[src/hdl/aqmm_pkg.sv]
// types, register indexes, reset values and clamp helper for the motor mixer
// no dependencies
`default_nettype none

package aqmm_pkg;

  localparam int unsigned RegW  = 9;
  localparam int unsigned IdxW  = 3;
  localparam int unsigned ReqW  = 16;
  localparam int unsigned TermW = 10;
  localparam int unsigned SumW  = 12;
  localparam int unsigned MotW  = 10;

  localparam logic [IdxW-1:0] RegPitchRollLimit = 3'd0;
  localparam logic [IdxW-1:0] RegYawLimit       = 3'd1;
  localparam logic [IdxW-1:0] RegClimbStepLimit = 3'd2;
  localparam logic [IdxW-1:0] RegMinThrottle    = 3'd3;
  localparam logic [IdxW-1:0] RegMaxThrottle    = 3'd4;
  localparam logic [IdxW-1:0] RegMixLimit       = 3'd5;

  localparam logic [RegW-1:0] RstPitchRollLimit = 9'd200;
  localparam logic [RegW-1:0] RstYawLimit       = 9'd1;
  localparam logic [RegW-1:0] RstClimbStepLimit = 9'd3;
  localparam logic [RegW-1:0] RstMinThrottle    = 9'd50;
  localparam logic [RegW-1:0] RstMaxThrottle    = 9'd511;
  localparam logic [RegW-1:0] RstMixLimit       = 9'd511;

  typedef struct packed {
    logic [RegW-1:0] pitch_roll_limit;
    logic [RegW-1:0] yaw_limit;
    logic [RegW-1:0] climb_step_limit;
    logic [RegW-1:0] min_throttle;
    logic [RegW-1:0] max_throttle;
    logic [RegW-1:0] mix_limit;
  } cfg_t;

  typedef struct packed {
    logic                   takeoff;
    logic                   emergency;
    logic signed [ReqW-1:0] pitch;
    logic signed [ReqW-1:0] roll;
    logic signed [ReqW-1:0] yaw;
    logic signed [ReqW-1:0] climb;
  } cmd_t;

  typedef struct packed {
    logic [TermW-1:0]        throttle;
    logic signed [TermW-1:0] pitch;
    logic signed [TermW-1:0] roll;
    logic signed [TermW-1:0] yaw;
    logic                    armed;
  } state_t;

  typedef struct packed {
    logic [MotW-1:0] fwd_l;
    logic [MotW-1:0] fwd_r;
    logic [MotW-1:0] aft_l;
    logic [MotW-1:0] aft_r;
  } motors_t;

  // symmetric clamp of a request to +-lim
  function automatic logic signed [TermW-1:0] clamp_sym(logic signed [ReqW-1:0] x,
                                                        logic [RegW-1:0] lim);
    logic signed [ReqW:0] xw;
    logic signed [ReqW:0] lw;
    logic signed [ReqW:0] r;
    begin
      xw = {x[ReqW-1], x};
      lw = $signed({{(ReqW+1-RegW){1'b0}}, lim});
      if (xw < -lw) begin
        r = -lw;
      end else if (xw > lw) begin
        r = lw;
      end else begin
        r = xw;
      end
      return r[TermW-1:0];
    end
  endfunction

endpackage

`default_nettype wire

[src/hdl/aqmm_cfg_regs.sv]
// configuration register file of the motor mixer
// depends on aqmm_pkg
`default_nettype none

module aqmm_cfg_regs
  import aqmm_pkg::*;
(
  input  wire logic            clk_i,
  input  wire logic            rst_ni,
  input  wire logic            wr_en_i,
  input  wire logic [IdxW-1:0] wr_index_i,
  input  wire logic [RegW-1:0] wr_data_i,
  output cfg_t                 cfg_o
);

  cfg_t cfg_q;
  cfg_t cfg_d;

  always_comb begin
    cfg_d = cfg_q;
    if (wr_en_i) begin
      unique case (wr_index_i)
        RegPitchRollLimit: cfg_d.pitch_roll_limit = wr_data_i;
        RegYawLimit:       cfg_d.yaw_limit        = wr_data_i;
        RegClimbStepLimit: cfg_d.climb_step_limit = wr_data_i;
        RegMinThrottle:    cfg_d.min_throttle     = wr_data_i;
        RegMaxThrottle:    cfg_d.max_throttle     = wr_data_i;
        RegMixLimit:       cfg_d.mix_limit        = wr_data_i;
        default:           cfg_d = cfg_q;
      endcase
    end
  end

  always_ff @(posedge clk_i or negedge rst_ni) begin
    if (!rst_ni) begin
      cfg_q.pitch_roll_limit <= RstPitchRollLimit;
      cfg_q.yaw_limit        <= RstYawLimit;
      cfg_q.climb_step_limit <= RstClimbStepLimit;
      cfg_q.min_throttle     <= RstMinThrottle;
      cfg_q.max_throttle     <= RstMaxThrottle;
      cfg_q.mix_limit        <= RstMixLimit;
    end else begin
      cfg_q <= cfg_d;
    end
  end

  assign cfg_o = cfg_q;

endmodule

`default_nettype wire

[src/hdl/aqmm_state.sv]
// arming flag, throttle and stored pitch, roll and yaw terms
// depends on aqmm_pkg
`default_nettype none

module aqmm_state
  import aqmm_pkg::*;
(
  input  wire logic clk_i,
  input  wire logic rst_ni,
  input  wire logic step_i,
  input  wire cmd_t cmd_i,
  input  wire cfg_t cfg_i,
  output state_t    state_d_o
);

  state_t state_q;
  state_t state_d;
  logic signed [TermW-1:0] climb_c;
  logic signed [SumW-1:0]  thr;
  logic signed [SumW-1:0]  thr_min;
  logic signed [SumW-1:0]  thr_max;

  always_comb begin
    climb_c = clamp_sym(cmd_i.climb, cfg_i.climb_step_limit);
    thr_min = $signed({{(SumW-RegW){1'b0}}, cfg_i.min_throttle});
    thr_max = $signed({{(SumW-RegW){1'b0}}, cfg_i.max_throttle});
    thr = $signed({{(SumW-TermW){1'b0}}, state_q.throttle})
        + $signed({{(SumW-TermW){climb_c[TermW-1]}}, climb_c});
    if (thr < thr_min) begin
      thr = thr_min;
    end
    if (thr > thr_max) begin
      thr = thr_max;
    end

    state_d = state_q;
    if (cmd_i.takeoff) begin
      state_d.armed = 1'b1;
    end
    if (cmd_i.emergency) begin
      state_d = '0;
    end else if (state_d.armed) begin
      state_d.pitch    = clamp_sym(cmd_i.pitch, cfg_i.pitch_roll_limit);
      state_d.roll     = clamp_sym(cmd_i.roll, cfg_i.pitch_roll_limit);
      state_d.yaw      = clamp_sym(cmd_i.yaw, cfg_i.yaw_limit);
      state_d.throttle = thr[TermW-1:0];
    end
  end

  always_ff @(posedge clk_i or negedge rst_ni) begin
    if (!rst_ni) begin
      state_q <= '0;
    end else if (step_i) begin
      state_q <= state_d;
    end
  end

  assign state_d_o = state_d;

endmodule

`default_nettype wire

[src/hdl/aqmm_mixer.sv]
// x-frame mix of throttle and terms into four motor speeds
// depends on aqmm_pkg
`default_nettype none

module aqmm_mixer
  import aqmm_pkg::*;
(
  input  wire state_t state_i,
  input  wire cfg_t   cfg_i,
  output motors_t     motors_o
);

  logic signed [SumW-1:0] p;
  logic signed [SumW-1:0] r;
  logic signed [SumW-1:0] y;
  logic signed [SumW-1:0] lim;

  function automatic logic [MotW-1:0] mix_out(logic signed [SumW-1:0] s,
                                              logic signed [SumW-1:0] lim_w,
                                              logic [TermW-1:0] thr);
    logic [SumW-1:0] m;
    begin
      if (s < 0) begin
        m = '0;
      end else if (s > lim_w) begin
        m = lim_w;
      end else begin
        m = s;
      end
      return thr + m[MotW-1:0];
    end
  endfunction

  always_comb begin
    p   = $signed({{(SumW-TermW){state_i.pitch[TermW-1]}}, state_i.pitch});
    r   = $signed({{(SumW-TermW){state_i.roll[TermW-1]}}, state_i.roll});
    y   = $signed({{(SumW-TermW){state_i.yaw[TermW-1]}}, state_i.yaw});
    lim = $signed({{(SumW-RegW){1'b0}}, cfg_i.mix_limit});
    motors_o.fwd_l = mix_out(-p + r - y, lim, state_i.throttle);
    motors_o.fwd_r = mix_out(-p - r + y, lim, state_i.throttle);
    motors_o.aft_l = mix_out(p + r + y, lim, state_i.throttle);
    motors_o.aft_r = mix_out(p - r - y, lim, state_i.throttle);
  end

endmodule

`default_nettype wire

[src/hdl/armed_quad_motor_mixer.sv]
// armed quad x-frame motor mixer, top level
// a command passes the input register, the state update and the result register
// throughput: one command per cycle if no stall; single state update stage
// input register and result register each hold one item under backpressure
// reset: pipeline empty, disarmed, all terms zero, registers to defaults
`default_nettype none

module armed_quad_motor_mixer
  import aqmm_pkg::*;
(
  input  wire logic                   clk_i,
  input  wire logic                   rst_ni,
  input  wire logic                   cfg_valid_i,
  output      logic                   cfg_ready_o,
  input  wire logic [IdxW-1:0]        cfg_index_i,
  input  wire logic [RegW-1:0]        cfg_data_i,
  input  wire logic                   in_valid_i,
  output      logic                   in_ready_o,
  input  wire logic                   takeoff_req_i,
  input  wire logic                   emergency_req_i,
  input  wire logic signed [ReqW-1:0] pitch_req_i,
  input  wire logic signed [ReqW-1:0] roll_req_i,
  input  wire logic signed [ReqW-1:0] yaw_req_i,
  input  wire logic signed [ReqW-1:0] climb_req_i,
  output      logic                   out_valid_o,
  input  wire logic                   out_ready_i,
  output      logic [MotW-1:0]        motor_front_left_o,
  output      logic [MotW-1:0]        motor_front_right_o,
  output      logic [MotW-1:0]        motor_rear_left_o,
  output      logic [MotW-1:0]        motor_rear_right_o,
  output      logic                   armed_o
);

  cfg_t    cfg;
  cmd_t    cmd_q;
  state_t  state_d;
  motors_t motors;
  motors_t motors_q;
  logic    armed_q;
  logic    in_valid_q;
  logic    out_valid_q;
  logic    step;

  assign cfg_ready_o = 1'b1;
  assign step        = in_valid_q & (~out_valid_q | out_ready_i);
  assign in_ready_o  = ~in_valid_q | step;

  aqmm_cfg_regs u_cfg_regs (
    .clk_i      (clk_i),
    .rst_ni     (rst_ni),
    .wr_en_i    (cfg_valid_i),
    .wr_index_i (cfg_index_i),
    .wr_data_i  (cfg_data_i),
    .cfg_o      (cfg)
  );

  aqmm_state u_state (
    .clk_i     (clk_i),
    .rst_ni    (rst_ni),
    .step_i    (step),
    .cmd_i     (cmd_q),
    .cfg_i     (cfg),
    .state_d_o (state_d)
  );

  aqmm_mixer u_mixer (
    .state_i  (state_d),
    .cfg_i    (cfg),
    .motors_o (motors)
  );

  always_ff @(posedge clk_i or negedge rst_ni) begin
    if (!rst_ni) begin
      in_valid_q  <= 1'b0;
      out_valid_q <= 1'b0;
    end else begin
      if (in_ready_o) begin
        in_valid_q <= in_valid_i;
      end
      if (step) begin
        out_valid_q <= 1'b1;
      end else if (out_ready_i) begin
        out_valid_q <= 1'b0;
      end
    end
  end

  // payload registers
  always_ff @(posedge clk_i) begin
    if (in_valid_i && in_ready_o) begin
      cmd_q.takeoff   <= takeoff_req_i;
      cmd_q.emergency <= emergency_req_i;
      cmd_q.pitch     <= pitch_req_i;
      cmd_q.roll      <= roll_req_i;
      cmd_q.yaw       <= yaw_req_i;
      cmd_q.climb     <= climb_req_i;
    end
    if (step) begin
      motors_q <= motors;
      armed_q  <= state_d.armed;
    end
  end

  assign out_valid_o         = out_valid_q;
  assign motor_front_left_o  = motors_q.fwd_l;
  assign motor_front_right_o = motors_q.fwd_r;
  assign motor_rear_left_o   = motors_q.aft_l;
  assign motor_rear_right_o  = motors_q.aft_r;
  assign armed_o             = armed_q;

endmodule

`default_nettype wire

[config.mk]
export PLATFORM = sky130hd
export DESIGN_NAME = armed_quad_motor_mixer
export DESIGN_NICKNAME = d
export VERILOG_FILES = /design/src/hdl/aqmm_pkg.sv /design/src/hdl/aqmm_cfg_regs.sv /design/src/hdl/aqmm_state.sv /design/src/hdl/aqmm_mixer.sv /design/src/hdl/armed_quad_motor_mixer.sv
export SDC_FILE = /design/constraint.sdc
export NUM_CORES = 1
export LEC_CHECK = 0
export ABC_AREA = 0
export BUFFER_PORTS_ARGS = -buffer_cell sky130_fd_sc_hd__buf_4
export CORE_ASPECT_RATIO = 0.5
export CORE_MARGIN = 2
export CORE_UTILIZATION = 50
export DETAILED_ROUTE_END_ITERATION = 12
export PLACE_DENSITY = 0.66
export REMOVE_ABC_BUFFERS = 1
export SLEW_MARGIN = 20
export SYNTH_ARGS = -nofsm -noshare
export SYNTH_HDL_FRONTEND = slang
export SYNTH_SLANG_ARGS = --single-unit
[constraint.sdc]
create_clock -name clk_i -period 12.9 [get_ports clk_i]
set_clock_uncertainty 0.1 [all_clocks]
set_input_delay 1.29 -clock clk_i [delete_from_list [all_inputs] [get_ports clk_i]]
set_output_delay 1.29 -clock clk_i [all_outputs]
set_load 0.03 [all_outputs]
==> results of run 1 <==
-- state kept, by name, summed over array words and instances (netlist names) --
signal               flops
in_valid_q               1
u_state.state_q         41
u_cfg_regs.cfg_o        54
motor_front_right_o     10
motor_rear_left_o       10
motor_rear_right_o      10
motor_front_left_o      10
armed_o                  1
cmd_q                   66
out_valid_o              1
-- worst max-delay path by stage --
stage | cells after the start | slack, ps | end | start
2_1_floorplan | 52 | 2330 | motor_front_left_o[9] | u_cfg_regs.cfg_o[27]
3_3_place_gp | 53 | 1520 | motor_rear_left_o[8] | u_cfg_regs.cfg_o[27]
3_5_place_dp | 51 | 1170 | motor_rear_left_o[9] | u_cfg_regs.cfg_o[27]
4_1_cts | 51 | 1100 | motor_rear_left_o[9] | u_cfg_regs.cfg_o[27]
5_1_grt | 53 | 120 | motor_front_left_o[9] | u_cfg_regs.cfg_o[27]
6_report | 52 | 1030 | motor_rear_left_o[9] | u_cfg_regs.cfg_o[27]
-- cell usage in the layout, fill, tap and decap left out, types with 31 or more instances in the layout --
master    count
a21oi_1     122
mux2_2       31
inv_1       133
xnor2_1      67
nand2_1     172
edfxtp_1    107
a21o_1       51
nand3_1      48
ha_1        254
mux2i_1      57
dfrtp_1      70
nor2_1       87
fa_1         48
nor3_1       35
o21a_1       33
buf_4       152
o21ai_0     130
-- tightest hold or removal path, cell delays in order (launching register included) --
cell,delay [ps]
dfrtp_1,340
nand2_1,40
o21ai_0,60
-- through the flow --
| step | worst slack [ps] | total power [uW] | cell area [um2] | cells | hold slack (ps) |
|---|---|---|---|---|---|
| after floorplan | 2330 | 4010 | 17700 | 1801 | 347 |
| after global placement | 1520 | 5070 | 19400 | 2422 | 362 |
| after detailed placement | 1170 | 5110 | 19400 | 2422 | 369 |
| after CTS | 1100 | 5840 | 20200 | 2462 | 383 |
| after global routing | 124 | 6410 | 20200 | 2468 | 408 |
| final | 1030 | 5920 | 20200 | 2468 | 382 |
-- cells by family after synthesis --
family	synth area share (%)
multiplexers	5.37
adder cells (fa/ha/maj)	23.1
AO/OA/AOI/OAI	17.9
buffers and inverters	4.11
flip-flops	31.7
AND/OR/NAND/NOR	13.0
XOR/XNOR	4.72
other	0.0210
-- power breakdown --
part	switching (uW)	leakage, uW	internal [uW]
logic	2420	0.00674	1740
clock network	292	0.000385	408
registers	117	0.00221	944
total	2830	0.00934	3090
-- metal layers --
layer | track usage, % | part of all wire (%)
met5 | 0 | 0
met2 | 39.7 | 42
met4 | 5.68 | 2.0
met3 | 4.37 | 6.5
met1 | 39.2 | 49
-- area by class of cell --
type                            instances  area, um2
Fill cell                            3107      14600
Multi-Input combinational cell       1460      11500
Sequential cell                       204       5670
Timing Repair Buffer                  152       1140
Clock buffer                           27        621
Tap cell                              475        594
Inverter                              137        514
Clock inverter                         13        178
==> impl_metrics.yaml, run 1 <==
global_routing:
  grt_overflow_total: 0
  grt_start_max_net_pins: 67
  antenna_found_initial: 0
  grt_pass1_vias: 13394
  grt_first_pass_wirelength_mm: 75.6
  grt_usage_pct: 26.2
setup_path:
  path_max_fanout: 19
  worstPathRequired_ps: 13040
  worstSetupPathType: "flip-flop to flip-flop"
  regToRegEndpoint: "motor_rear_left_o[9]"
  path_buf_inv: 5
  r2r-start: "u_cfg_regs.cfg_o[27]"
  cp-end-kind: "flip-flop"
  r2r_slack_ps: 1030
  reg2reg_depth: 52
  startpoint_type: "flip-flop"
  cp_slowest_cell: "o21ai_0"
  cp.arrival_ps: 12010
  critPathTopFamily: "compound AO/OA/AOI/OAI gates"
  cp_slowest_stage_delay_ps: 750
drt:
  via_per_inst: 5.75
  drt-total-wl_mm: 48.6
  drt_iter0_drc: 1053
  dr.pass1.iters: 6
  drc: 0
  wire_per_inst_um: 19.7
  drtAntennaViolNets: 0
  routed-via-count: 14199
clock_network:
  ctsResizeCount: 0
  numCtsBuffers: 22
  tritoncts: "done"
  clk_path_buf_depth: 3
  clock_sinks: 204
  clkTransAtPathRegs_ps: 60
  htree_levels: 1
  hold_buffers: 0
  cts-root-buf: "clkbuf_16"
  post-cts-setup-buffers: 0
  clkLatencyLatePin_ps: 550
hold_path:
  hp-class: "flip-flop to flip-flop"
  min_to: "u_state.state_q[3]"
  hp-start: "u_state.state_q[3]"
  hold_depth: 2
sta:
  setup_viol: 0
  final.min_clock_period_ps: 11870
  period_share_pct: 92.0
  hold_viol: 0
  max_freq_ghz: 0.0842
  rsz0062_at_grt: "false"
  fin_setup_tns_ps: 0
  worstMarginPinSlew_ps: 1160
  slew_violations: 0
  relSlewSlack_pct: 22.0
die:
  die_h_um: 138
  io_pins: 127
  core_mm2: 0.0348
  die_x_um: 271
  initial_core_util_pct: 51.3
  dieArea_mm2: 0.0374
  fp-row-count: 48
final_layout:
  n_antenna_cell: 0
  area_growth_pct: 13.0
  drive_above_1_share_pct: 14.5
  fin_nets: 2362
  final_core_util_pct: 58.0
synth:
  ys_types: 90
  synth_edf_count: 107
  ys_top_cells_by_count: "254 x ha_1, 172 x nand2_1, 133 x inv_1"
  synthFlopType: "edfxtp_1"
  yosys.area.top_type: "edfxtp_1"
  syn-instance-count: 1853
  yosysSeqAreaShare_pct: 31.7
  yosys_warnings: 0
  synthesis.area_mm2: 0.0179
  yosys.area.top_type_share_pct: 18.0
  avgSynthCellArea_um2: 9.65
  synth-seq-cells: 204
  ys_async_sr_fraction_pct: 47.5
  yosysMostFrequentCell: "ha_1"
  yosys-top-cells-area: "edfxtp_1 18%, ha_1 18%, dfrtp_1 9.8%, fa_1 5.4%, dfstp_2 4.0%"
flow_run:
  maxCapViolations: 0
placed_design:
  gp_congestion: 0.918
  place_hpwl_mm: 38.8
  numPortBuffers: 125
pwr:
  p_leak_uw: 0.00934
  peakVddDrop_v: 0.000153
  pwr_density_cell_mw_per_mm2: 293
status:
  status: "finished clean"
Note: power is estimated with default switching activity, not from simulation.
==> inputs of run 2 (changes only) <==
--- a/config.mk
+++ b/config.mk
@@ -10,6 +10,7 @@
 export CORE_ASPECT_RATIO = 0.5
 export CORE_MARGIN = 2
 export CORE_UTILIZATION = 50
+export CTS_BUF_LIST = sky130_fd_sc_hd__clkbuf_8
 export DETAILED_ROUTE_END_ITERATION = 12
 export PLACE_DENSITY = 0.66
 export REMOVE_ABC_BUFFERS = 1
==> run 2 against run 1 <==
Die area is the same; critical path depth decreased by 1; sequential share of layout area rose by 0.12 points; sequential cell count did not move; worst hold slack got worse by 1.5 ps; global-route usage up 0.21 points; power decreased by 1.2%; utilization decreased by 0.26 points; critical endpoint is now motor_rear_right_o[9]; largest power group unchanged.
==> impl_metrics.yaml, run 2 (synthesis gave the netlist of run 1 again) <==
status:
  status: "finished clean"
setup_path:
  worstPathRequired_ps: 13080
  r2r_slack_ps: 1080
  path_depth: 51
  path_max_fanout: 19
  cp_slowest_stage_delay_ps: 750
  startpoint_type: "flip-flop"
  cp.arrival_ps: 12000
  cp_slowest_cell: "o21ai_0"
  path_buf_inv: 5
  worstSetupPathType: "flip-flop to flip-flop"
  reg2reg_depth: 51
  regToRegEndpoint: "motor_rear_right_o[9]"
  critPathTopFamily: "compound AO/OA/AOI/OAI gates"
  cp-end-kind: "flip-flop"
  r2r-start: "u_cfg_regs.cfg_o[27]"
placed_design:
  place_hpwl_mm: 38.8
  gp_congestion: 0.918
  numPortBuffers: 125
final_layout:
  final_core_util_pct: 57.8
  drive_above_1_share_pct: 14.6
  multiInputGateArea_mm2: 0.0115
  fin_nets: 2375
  final_cell_mix: "254 x ha_1, 172 x nand2_1, 153 x buf_4"
  area_growth_pct: 12.5
  n_antenna_cell: 0
  largest_register_ff_count: 66
  area.sequential_mm2: 0.00567
  final_common_cell: "ha_1"
  largest-register: "cmd_q"
  fillers: 3120
drt:
  wl_met2_mm: 20.6
  via_per_inst: 5.76
  drtAntennaViolNets: 0
  wl_met3_mm: 3.23
  drt-total-wl_mm: 49.0
  routed-via-count: 14344
  drt_iter0_drc: 1096
  drt-met1-wl_mm: 24.2
  drc: 0
  top_layer: "met4"
  wire_per_inst_um: 19.7
  dr.pass1.iters: 7
die:
  initial_core_util_pct: 51.3
  io_pins: 127
  dieArea_mm2: 0.0374
  core_mm2: 0.0348
  fp-row-count: 48
  die_x_um: 271
  die_h_um: 138
sta:
  rsz0062_at_grt: "false"
  hold_viol: 0
  relSlewSlack_pct: 23.6
  worstMarginPinSlew_ps: 1130
  final.min_clock_period_ps: 11820
  fin_setup_tns_ps: 0
  setup_viol: 0
  max_freq_ghz: 0.0846
  period_share_pct: 91.6
  slew_violations: 0
global_routing:
  grt_pass1_vias: 13486
  grt_usage_pct: 26.4
  antenna_found_initial: 0
  grt_overflow_total: 0
  grt_start_max_net_pins: 67
  grt_first_pass_wirelength_mm: 75.8
hold_path:
  hold_depth: 2
  min_to: "u_state.state_q[25]"
  hp-class: "flip-flop to flip-flop"
  hp-start: "u_state.state_q[25]"
clock_network:
  htree_levels: 2
  clk_path_buf_depth: 3
  clock_sinks: 204
  clkTransAtPathRegs_ps: 70
  cts-root-buf: "clkbuf_8"
  numCtsBuffers: 34
  tritoncts: "done"
  clkLatencyLatePin_ps: 570
  hold_buffers: 0
pwr:
  p_leak_uw: 0.00934
  pwr_density_cell_mw_per_mm2: 291
  peakVddDrop_v: 0.000146
flow_run:
  maxCapViolations: 0
run 2: cell types whose count changed in the layout (fill, tap and decap cells not counted), moves of 4 or more:
cell,delta
clkbuf_16,-23
clkbuf_8,+34
clkinv_1,+5
clkinv_2,-4
inv_1,+11
run 2: worst register-to-register path: cells and delay by family (launching register included):
family	cells	cell delay [ps]
fa+ha+maj	9	2930
mux	2	580
simple gates	11	2240
compound gates	23	4360
xor+xnor	1	80
buf+inv	5	700
flops	1	550
run 2: area by class of cell:
type	instances	share of cell area, %
Multi-Input combinational cell	1460	57.1
Sequential cell	204	28.2
Timing Repair Buffer	153	5.71
Tap cell	475	2.95
Inverter	137	2.56
Clock buffer	37	2.53
Clock inverter	24	0.958
run 2: per-stage QoR:
step           cells  cell area [um2]  power [uW]  hold WS (ps)  worst slack [ps]
2_1_floorplan   1801            17700        4010           347              2330
5_1_grt         2490            20100        6340           408               118
4_1_cts         2483            20100        5760           383              1090
3_3_place_gp    2422            19400        5070           362              1520
6_report        2490            20100        5850           380              1080
3_5_place_dp    2422            19400        5110           369              1170
run 2: power by group:
part	internal, uW	switching, uW	leakage (uW)
clock	328	292	0.000385
sequential	944	117	0.00221
combinational	1750	2420	0.00674
run 2: timing repair:
action	in CTS	in global routing
setup endpoints to repair	0	3
setup buffers	0	7
resized for setup	0	1
run 2: metal layers:
layer,track usage [%],vias up
met2,39.7,435
met4,6.62,0
met3,5.02,66
met1,39.1,6864
met5,0,-
li1,-,6979
run 2: worst max-delay path by stage:
stage / from / end
after floorplan: u_cfg_regs.cfg_o[27] / motor_front_left_o[9]
after global routing: u_cfg_regs.cfg_o[27] / motor_front_left_o[9]
after detailed placement: u_cfg_regs.cfg_o[27] / motor_rear_left_o[9]
final: u_cfg_regs.cfg_o[27] / motor_rear_right_o[9]
after global placement: u_cfg_regs.cfg_o[27] / motor_rear_left_o[8]
after CTS: u_cfg_regs.cfg_o[27] / motor_rear_left_o[9]
